[config.mk]
export PLATFORM = sky130hd
export DESIGN_NAME = ascii_command_frame_decoder
export DESIGN_NICKNAME = d
export VERILOG_FILES = /design/src/acfd_pkg.sv /design/src/ascii_command_frame_decoder.sv
export SDC_FILE = /design/constraint.sdc
export NUM_CORES = 1
export LEC_CHECK = 0
export BUFFER_PORTS_ARGS = -buffer_cell sky130_fd_sc_hd__buf_2
export CORE_MARGIN = 4
export CORE_UTILIZATION = 40
export CTS_BUF_LIST = sky130_fd_sc_hd__clkbuf_16
export CTS_CLUSTER_SIZE = 25
export DETAILED_ROUTE_END_ITERATION = 8
export PLACE_DENSITY = 0.57
export SLEW_MARGIN = 30
export SYNTH_ARGS = -nofsm -noshare
export SYNTH_HDL_FRONTEND = slang
export SYNTH_SLANG_ARGS = --single-unit
export TNS_END_PERCENT = 50
[constraint.sdc]
create_clock -name clk -period 25.7 [get_ports clk]
set_clock_uncertainty 0.15 [all_clocks]
set_input_delay 5.14 -clock clk [delete_from_list [all_inputs] [get_ports clk]]
set_output_delay 5.14 -clock clk [all_outputs]
set_load 0.03 [all_outputs]
[src/acfd_pkg.sv]
package acfd_pkg;

  // Default length of the '+' start run
  localparam int unsigned START_RUN_DEF = 3;

  // Characters of the frame syntax
  localparam logic [7:0] CHAR_PLUS    = 8'h2B;
  localparam logic [7:0] CHAR_NEWLINE = 8'h0A;
  localparam logic [7:0] CHAR_BRIGHT  = 8'h21;
  localparam logic [7:0] CHAR_COLOR   = 8'h23;
  localparam logic [7:0] CHAR_RSVD    = 8'h25;
  localparam logic [7:0] CHAR_ZERO    = 8'h30;
  localparam logic [7:0] CHAR_NINE    = 8'h39;
  localparam logic [7:0] CHAR_UPPER_A = 8'h41;
  localparam logic [7:0] CHAR_UPPER_F = 8'h46;
  localparam logic [7:0] CHAR_LOWER_A = 8'h61;
  localparam logic [7:0] CHAR_LOWER_F = 8'h66;

  // Number of payload characters in a frame
  localparam int unsigned PAYLOAD_LEN = 6;

  // Brightness scaling: pct = floor((value + 1) * 100 / 999999).
  // The divide is a multiply by ceil(2^47 / 999999) and a shift by 47,
  // exact for every dividend up to (999999 + 1) * 100.
  localparam int unsigned     DEC_W        = 20;
  localparam int unsigned     SCALED_W     = 27;
  localparam int unsigned     RECIP_W      = 28;
  localparam int unsigned     RECIP_SHIFT  = 47;
  localparam logic [RECIP_W-1:0] RECIP_FULL_SCALE = 28'd140737630;

  // Kind of a completed frame
  typedef enum logic [1:0] {
    KIND_BRIGHT = 2'd0,
    KIND_COLOR  = 2'd1,
    KIND_RSVD   = 2'd2
  } kind_t;

  // One result transaction
  typedef struct packed {
    logic        frame_done;
    logic [1:0]  cmd_kind;
    logic        digit_error;
    logic [6:0]  brightness_pct;
    logic [23:0] color;
  } result_t;

endpackage

[src/ascii_command_frame_decoder.sv]
// ascii_command_frame_decoder
//
// Input channel: one received byte per transaction on in_rx_char, with
// in_valid / in_ready. Output channel: one result per input byte, with
// out_valid / out_ready: the frame-done flag, the kind and digit error of
// the completed frame (both zero when no frame completed) and the held
// brightness and red, green, blue levels.
//
// Results are registered. Throughput is one byte per cycle while results are
// taken; the payload digits are folded into decimal and hex accumulators as
// they arrive, so the closing newline costs only one 27 x 28 constant
// multiply for the brightness scaling, which sets the critical path.
//
// A two-entry output buffer (result register plus skid register) holds
// results while the receiver stalls; one more byte is taken after the
// receiver stops, then in_ready drops until a result is taken.
//
// Reset (synchronous, rst_n low) empties the buffer, drops any partial
// frame and clears the held brightness and color to zero.
module ascii_command_frame_decoder #(
  parameter int unsigned START_RUN = acfd_pkg::START_RUN_DEF
) (
  input  logic        clk,
  input  logic        rst_n,
  input  logic        in_valid,
  output logic        in_ready,
  input  logic [7:0]  in_rx_char,
  output logic        out_valid,
  input  logic        out_ready,
  output logic        out_frame_done,
  output logic [1:0]  out_cmd_kind,
  output logic        out_digit_error,
  output logic [6:0]  out_brightness_pct,
  output logic [7:0]  out_red_level,
  output logic [7:0]  out_green_level,
  output logic [7:0]  out_blue_level
);

  import acfd_pkg::*;

  localparam int unsigned PosW = $clog2(START_RUN + 9);
  localparam logic [PosW-1:0] RunEnd   = PosW'(START_RUN);
  localparam logic [PosW-1:0] CmdPos   = PosW'(START_RUN + 1);
  localparam logic [PosW-1:0] FirstPos = PosW'(START_RUN + 2);
  localparam logic [PosW-1:0] LastPos  = PosW'(START_RUN + 1 + PAYLOAD_LEN);
  localparam logic [PosW-1:0] EndPos   = PosW'(START_RUN + 2 + PAYLOAD_LEN);

  // Frame tracking state
  logic [PosW-1:0]  pos_r, pos_nxt;
  logic             in_frame_r, in_frame_nxt;
  logic             done_r, done_nxt;
  kind_t            kind_r, kind_nxt;
  logic [DEC_W-1:0] dec_acc_r, dec_acc_nxt;
  logic [23:0]      hex_acc_r, hex_acc_nxt;
  logic             dec_bad_r, dec_bad_nxt;
  logic             hex_bad_r, hex_bad_nxt;
  logic [6:0]       bright_r, bright_nxt;
  logic [23:0]      color_r, color_nxt;

  // Output buffer
  result_t out_data_r, out_data_nxt;
  result_t skid_data_r, skid_data_nxt;
  logic    out_valid_r, out_valid_nxt;
  logic    skid_valid_r, skid_valid_nxt;

  logic    push, pop;
  result_t res_new;

  // Character classification
  logic       is_dec, is_upper_hex, is_lower_hex, is_hex, is_cmd;
  logic [3:0] hex_val;
  kind_t      cmd_code;

  // Brightness scaling
  logic [DEC_W:0]                 dec_inc;
  logic [SCALED_W-1:0]            scaled;
  logic [SCALED_W+RECIP_W-1:0]    scaled_prod;
  logic [6:0]                     pct;

  assign push     = in_valid && in_ready;
  assign pop      = out_valid_r && out_ready;
  assign in_ready = !skid_valid_r;

  // Classify the incoming byte
  always_comb begin
    is_dec       = (in_rx_char >= CHAR_ZERO) && (in_rx_char <= CHAR_NINE);
    is_upper_hex = (in_rx_char >= CHAR_UPPER_A) && (in_rx_char <= CHAR_UPPER_F);
    is_lower_hex = (in_rx_char >= CHAR_LOWER_A) && (in_rx_char <= CHAR_LOWER_F);
    is_hex       = is_dec || is_upper_hex || is_lower_hex;
    hex_val      = is_dec ? in_rx_char[3:0] : (in_rx_char[3:0] + 4'd9);
    is_cmd       = (in_rx_char == CHAR_BRIGHT) || (in_rx_char == CHAR_COLOR) ||
                   (in_rx_char == CHAR_RSVD);
    case (in_rx_char)
      CHAR_BRIGHT: cmd_code = KIND_BRIGHT;
      CHAR_COLOR:  cmd_code = KIND_COLOR;
      default:     cmd_code = KIND_RSVD;
    endcase
  end

  // (value + 1) * 100 by shift and add, then divide by 999999 via reciprocal
  always_comb begin
    dec_inc     = {1'b0, dec_acc_r} + {{DEC_W{1'b0}}, 1'b1};
    scaled      = {dec_inc, 6'b0} + {1'b0, dec_inc, 5'b0} + {4'b0, dec_inc, 2'b0};
    scaled_prod = {{RECIP_W{1'b0}}, scaled} * {{SCALED_W{1'b0}}, RECIP_FULL_SCALE};
    pct         = scaled_prod[RECIP_SHIFT+6:RECIP_SHIFT];
  end

  // Frame state machine and result for the current byte
  always_comb begin
    pos_nxt      = pos_r;
    in_frame_nxt = in_frame_r;
    done_nxt     = 1'b0;
    kind_nxt     = kind_r;
    dec_acc_nxt  = dec_acc_r;
    hex_acc_nxt  = hex_acc_r;
    dec_bad_nxt  = dec_bad_r;
    hex_bad_nxt  = hex_bad_r;
    bright_nxt   = bright_r;
    color_nxt    = color_r;

    // A completed frame is cleared by the following byte
    if (done_r) begin
      pos_nxt      = '0;
      in_frame_nxt = 1'b0;
    end

    if (in_frame_nxt) begin
      pos_nxt = pos_nxt + 1'b1;
      if (pos_nxt == CmdPos) begin
        if (is_cmd) begin
          kind_nxt = cmd_code;
        end else begin
          in_frame_nxt = 1'b0;
          pos_nxt      = '0;
        end
      end else if ((pos_nxt >= FirstPos) && (pos_nxt <= LastPos)) begin
        // Fold each payload digit into both accumulators
        if (pos_nxt == FirstPos) begin
          dec_acc_nxt = DEC_W'(in_rx_char[3:0]);
          hex_acc_nxt = {20'b0, hex_val};
          dec_bad_nxt = !is_dec;
          hex_bad_nxt = !is_hex;
        end else begin
          dec_acc_nxt = {dec_acc_r[DEC_W-4:0], 3'b0} + {dec_acc_r[DEC_W-2:0], 1'b0} +
                        DEC_W'(in_rx_char[3:0]);
          hex_acc_nxt = {hex_acc_r[19:0], hex_val};
          dec_bad_nxt = dec_bad_r || !is_dec;
          hex_bad_nxt = hex_bad_r || !is_hex;
        end
      end else if (pos_nxt == EndPos) begin
        if (in_rx_char == CHAR_NEWLINE) begin
          done_nxt = 1'b1;
        end else begin
          in_frame_nxt = 1'b0;
        end
        pos_nxt = '0;
      end else begin
        in_frame_nxt = 1'b0;
      end
    end

    // Outside a frame: count the start run
    if (!in_frame_nxt) begin
      if (in_rx_char == CHAR_PLUS) begin
        pos_nxt = pos_nxt + 1'b1;
        if (pos_nxt == RunEnd) begin
          in_frame_nxt = 1'b1;
        end
      end else begin
        pos_nxt = '0;
      end
    end

    res_new             = '0;
    res_new.frame_done  = done_nxt;
    if (done_nxt) begin
      res_new.cmd_kind = kind_r;
      case (kind_r)
        KIND_BRIGHT: begin
          res_new.digit_error = dec_bad_r;
          if (!dec_bad_r) begin
            bright_nxt = pct;
          end
        end
        KIND_COLOR: begin
          res_new.digit_error = hex_bad_r;
          if (!hex_bad_r) begin
            color_nxt = hex_acc_r;
          end
        end
        default: res_new.digit_error = 1'b0;
      endcase
    end
    res_new.brightness_pct = bright_nxt;
    res_new.color          = color_nxt;
  end

  // Two-entry output buffer
  always_comb begin
    out_data_nxt   = out_data_r;
    skid_data_nxt  = skid_data_r;
    out_valid_nxt  = out_valid_r;
    skid_valid_nxt = skid_valid_r;
    if (skid_valid_r) begin
      if (pop) begin
        out_data_nxt   = skid_data_r;
        skid_valid_nxt = 1'b0;
      end
    end else if (push) begin
      if (!out_valid_r || pop) begin
        out_data_nxt  = res_new;
        out_valid_nxt = 1'b1;
      end else begin
        skid_data_nxt  = res_new;
        skid_valid_nxt = 1'b1;
      end
    end else if (pop) begin
      out_valid_nxt = 1'b0;
    end
  end

  // Control and held settings
  always_ff @(posedge clk) begin
    if (!rst_n) begin
      pos_r        <= '0;
      in_frame_r   <= 1'b0;
      done_r       <= 1'b0;
      bright_r     <= '0;
      color_r      <= '0;
      out_valid_r  <= 1'b0;
      skid_valid_r <= 1'b0;
    end else begin
      out_valid_r  <= out_valid_nxt;
      skid_valid_r <= skid_valid_nxt;
      if (push) begin
        pos_r      <= pos_nxt;
        in_frame_r <= in_frame_nxt;
        done_r     <= done_nxt;
        bright_r   <= bright_nxt;
        color_r    <= color_nxt;
      end
    end
  end

  // Payload registers
  always_ff @(posedge clk) begin
    out_data_r  <= out_data_nxt;
    skid_data_r <= skid_data_nxt;
    if (push) begin
      kind_r    <= kind_nxt;
      dec_acc_r <= dec_acc_nxt;
      hex_acc_r <= hex_acc_nxt;
      dec_bad_r <= dec_bad_nxt;
      hex_bad_r <= hex_bad_nxt;
    end
  end

  assign out_valid          = out_valid_r;
  assign out_frame_done     = out_data_r.frame_done;
  assign out_cmd_kind       = out_data_r.cmd_kind;
  assign out_digit_error    = out_data_r.digit_error;
  assign out_brightness_pct = out_data_r.brightness_pct;
  assign out_red_level      = out_data_r.color[23:16];
  assign out_green_level    = out_data_r.color[15:8];
  assign out_blue_level     = out_data_r.color[7:0];

endmodule
==> results.md <==
- CTS tree: yes
- Max stage delay cell, worst path: sky130_fd_sc_hd__fa_1
- Ranking of synthesized cells by area: sky130_fd_sc_hd__fa_1, sky130_fd_sc_hd__ha_1, sky130_fd_sc_hd__edfxtp_1
- Overall routed net length: 47.4 mm
- Transition time at the pin with the least slew margin: approximately 1100 ps
- Count of endpoints failing setup in the final report: 0
- Total global routing track utilization: 17.7%
- Adder and majority cell fraction of the synthesized area: 45.8%
- TritonCTS Buffers: 17
- Global-route wire length before repair: approximately 79 mm
- Count of max-cap constraint violations: 0
- Post-detail-place hpwl: 40.0 mm
- Post-Synthesis Cell Area: just over 20000 um2
- Cell count after synthesis: 2017
- Post-placement worst setup slack: 13780 ps
- N_diodes: 0
- Setup Total Neg Slack: 0 ps
- Maximum count of clock buffers along a single path: 2
- Worst EP required: roughly 26000 ps
- Post-synth EDFFs: 118
- Height of the chip: 235 um
- CP Capture Type: flip-flop
- Antenna violations before repair: 0
- Placeable core region: 50600 um2
- Synth Net Count: 2625
- Setup slack of the worst register-to-register path: 13740 ps
- Share of Yosys cell area claimed by the top area cell type: 25.5%
- First DRT Iteration DRCs: slightly below 700
- Synth Area in Simple Gates: 8.47%
- Setup repair after global routing missed its margin: false
- GR Overflow Total: 0
- Mux contribution to synthesized area: 4.15%
- Initial Util: between 40 and 50%
- Dominant combinational cell family by area after synthesis: adder cells
- Via-to-Cell Ratio: about 5.0
- Port Buffers: 48
- Die W: 235 um
- Vias in the first global route: approximately 15k
- Post-synthesis compound-gate area fraction: approximately 7.6%
- Number of placement rows: 82
- Critical Path AT: 11950 ps
- Source-to-sink clock delay at the later pin of the worst-skew pair: 440 ps
- Largest driver fanout on the critical path: 9
- Top Ports: a little under 50
- Startpoint kind of the worst setup timing path: flip-flop
- Number of max-slew violations in the final report: 0
- Remaining DRCs: 0
- Number of nets still failing antenna checks after routing: 0
- Worst slew slack as a fraction of its limit: 26.3%
- Area Growth Syn to Fin: 8.41%
- Postcts setup bufs: 0
- Nets: 2679
- Vias after detailed routing: roughly 14k
- Achievable frequency: 0.0836 GHz
- Non-filler cells in the finished layout: 2756
- Die Footprint: 55200 um2
- Outcome: finished, final reports clean
- Post-CTS Hold Fix Bufs: 0
- Fin crit period: approximately 12000 ps
- Routed length per instance: ~17 um
- Count of endpoints failing hold in the final timing report: 0
- Sink Count: about 160
- Synth cell types: 70
- Post-synthesis xor/xnor area fraction: 3.53%
- Most used DFF post-synth: sky130_fd_sc_hd__edfxtp_1
- Number of optimization iterations in the first detailed-route pass: 7
- Clock edge transition at the registers on the reported setup and hold paths: 80 ps
- Setup slack of the critical path after layout: 13740 ps
- Min-delay worst type: reg2reg
- Level count of the clock H-tree: 4
- Root buf cell: sky130_fd_sc_hd__clkbuf_16
- Yosys Warn Count: 0
- Async set or reset register ratio after synthesis: 0%
- Portion of the post-synthesis area used by sequential elements: about a fifth
- Final GP Congestion: 0.948
- Critical path's most frequent cell: sky130_fd_sc_hd__inv_1
- Top-count cell post-synth: sky130_fd_sc_hd__inv_1
- Crit share post-route: 46.5%
- Cell count after placement: 2724
- Pin count of the biggest net entering global routing: 47
- Worst setup path category: reg2reg
- Synth Area per Inst: 10.2 um2
- Share of final-layout standard cells stronger than drive strength 1: 8.21%
- Cell taking the most area after synthesis: sky130_fd_sc_hd__fa_1
- Post-Route Utilization: 44.2%
- Post-CTS sizing: 0
- Synthesis-stage register bit count: 157
- Critical path's largest stage delay: roughly 630 ps
- Commonest cells post-synth: sky130_fd_sc_hd__inv_1, sky130_fd_sc_hd__ha_1, sky130_fd_sc_hd__fa_1, sky130_fd_sc_hd__edfxtp_1, sky130_fd_sc_hd__nand2_1
## stage by stage
| stage | hold slack (ps) | instance area, um2 |
|---|---|---|
| after floorplan | 278 | 20600 |
| after global placement | 285 | 21700 |
| after detailed placement | 294 | 21700 |
| after CTS | 304 | 22300 |
| after global routing | 320 | 22300 |
| final | 302 | 22300 |
## kinds of logic (layout without fill, tap and decap cells)
kind of cell,after synthesis,in the layout
fa+ha+maj,596,596
buf+inv,515,582
simple gates,355,355
compound gates,248,248
flops,157,157
xor+xnor,83,83
mux,63,63
## critical path: cells and delay by family, from the launching register on
family                   cells  cell delay (ps)
adder cells (fa/ha/maj)     11             4920
AO/OA/AOI/OAI               12             3000
buffers and inverters        9             1030
AND/OR/NAND/NOR              4              860
XOR/XNOR                     2              750
flip-flops                   1              540
multiplexers                 1              360
## state kept, by name, indices dropped and copies added (netlist names)
| register | count |
|---|---|
| skid_data_r | 35 |
| out_brightness_pct | 7 |
| out_green_level | 8 |
| hex_acc_r | 24 |
| dec_acc_r | 20 |
| bright_r | 7 |
| out_valid | 1 |
| kind_r | 2 |
| out_blue_level | 8 |
| dec_bad_r | 1 |
| out_red_level | 8 |
| color_r | 24 |
| out_digit_error | 1 |
| out_frame_done | 1 |
| out_cmd_kind | 2 |
| hex_bad_r | 1 |
| in_frame_r | 1 |
| skid_valid_r | 1 |
| done_r | 1 |
| pos_r | 4 |
## cells in the final DEF (no fill, tap or decap), types with 4 or more instances in the layout
cell type	count
sky130_fd_sc_hd__inv_1	485
sky130_fd_sc_hd__ha_1	333
sky130_fd_sc_hd__fa_1	263
sky130_fd_sc_hd__edfxtp_1	118
sky130_fd_sc_hd__nand2_1	109
sky130_fd_sc_hd__a21oi_1	83
sky130_fd_sc_hd__nor2_1	75
sky130_fd_sc_hd__o21ai_0	48
sky130_fd_sc_hd__buf_2	48
sky130_fd_sc_hd__xnor2_1	43
sky130_fd_sc_hd__mux2_4	40
sky130_fd_sc_hd__xor2_1	39
sky130_fd_sc_hd__dfxtp_1	39
sky130_fd_sc_hd__nand3_1	33
sky130_fd_sc_hd__and2_1	30
sky130_fd_sc_hd__a21o_1	24
sky130_fd_sc_hd__nor3_1	21
sky130_fd_sc_hd__mux2_2	19
sky130_fd_sc_hd__clkbuf_16	17
sky130_fd_sc_hd__nor2b_1	16
sky130_fd_sc_hd__buf_4	16
sky130_fd_sc_hd__o21bai_1	14
sky130_fd_sc_hd__a211oi_1	12
sky130_fd_sc_hd__a31oi_1	12
sky130_fd_sc_hd__nand4_1	11
sky130_fd_sc_hd__and3_1	10
sky130_fd_sc_hd__o211ai_1	9
sky130_fd_sc_hd__nor4_1	8
sky130_fd_sc_hd__inv_6	6
sky130_fd_sc_hd__o31ai_1	5
sky130_fd_sc_hd__or3_1	5
sky130_fd_sc_hd__nand2b_1	5
sky130_fd_sc_hd__nand3b_1	4
sky130_fd_sc_hd__nor3b_1	4
sky130_fd_sc_hd__o21a_1	4
sky130_fd_sc_hd__mux2i_1	4
sky130_fd_sc_hd__clkinv_8	4
## cell type report
| cell class | instances | area (um2) |
|---|---|---|
| well taps | 672 | 841 |
| fillers | 4807 | 28200 |
| multi-input cells | 1345 | 14400 |
| clock inverters | 15 | 200 |
| inverters | 486 | 1820 |
| flip-flops and latches | 157 | 4320 |
| clock buffers | 17 | 425 |
| repair buffers | 64 | 360 |
## per-layer routing
metal,share of wire [%],up-vias,global-route usage [%]
met2,48,196,29.8
met5,0,-,0
met4,1.5,0,3.47
met3,2.7,50,2.39
li1,-,6693,-
met1,48,6763,24.7
## final timing paths
path,start,end,cells past startpoint
hold reg to reg,color_r[20]$_SDFFE_PN0P_,color_r[20]$_SDFFE_PN0P_,2
setup reg to reg,dec_acc_r[0]$_DFFE_PP_,out_brightness_pct[5]$_DFFE_PP_,39
hold / removal,color_r[20]$_SDFFE_PN0P_,color_r[20]$_SDFFE_PN0P_,2
setup / recovery,dec_acc_r[0]$_DFFE_PP_,out_brightness_pct[5]$_DFFE_PP_,39
Power is left out: the tool's default activity adds up to more than one toggle a clock period on the data nets, which glitch-free logic cannot reach.
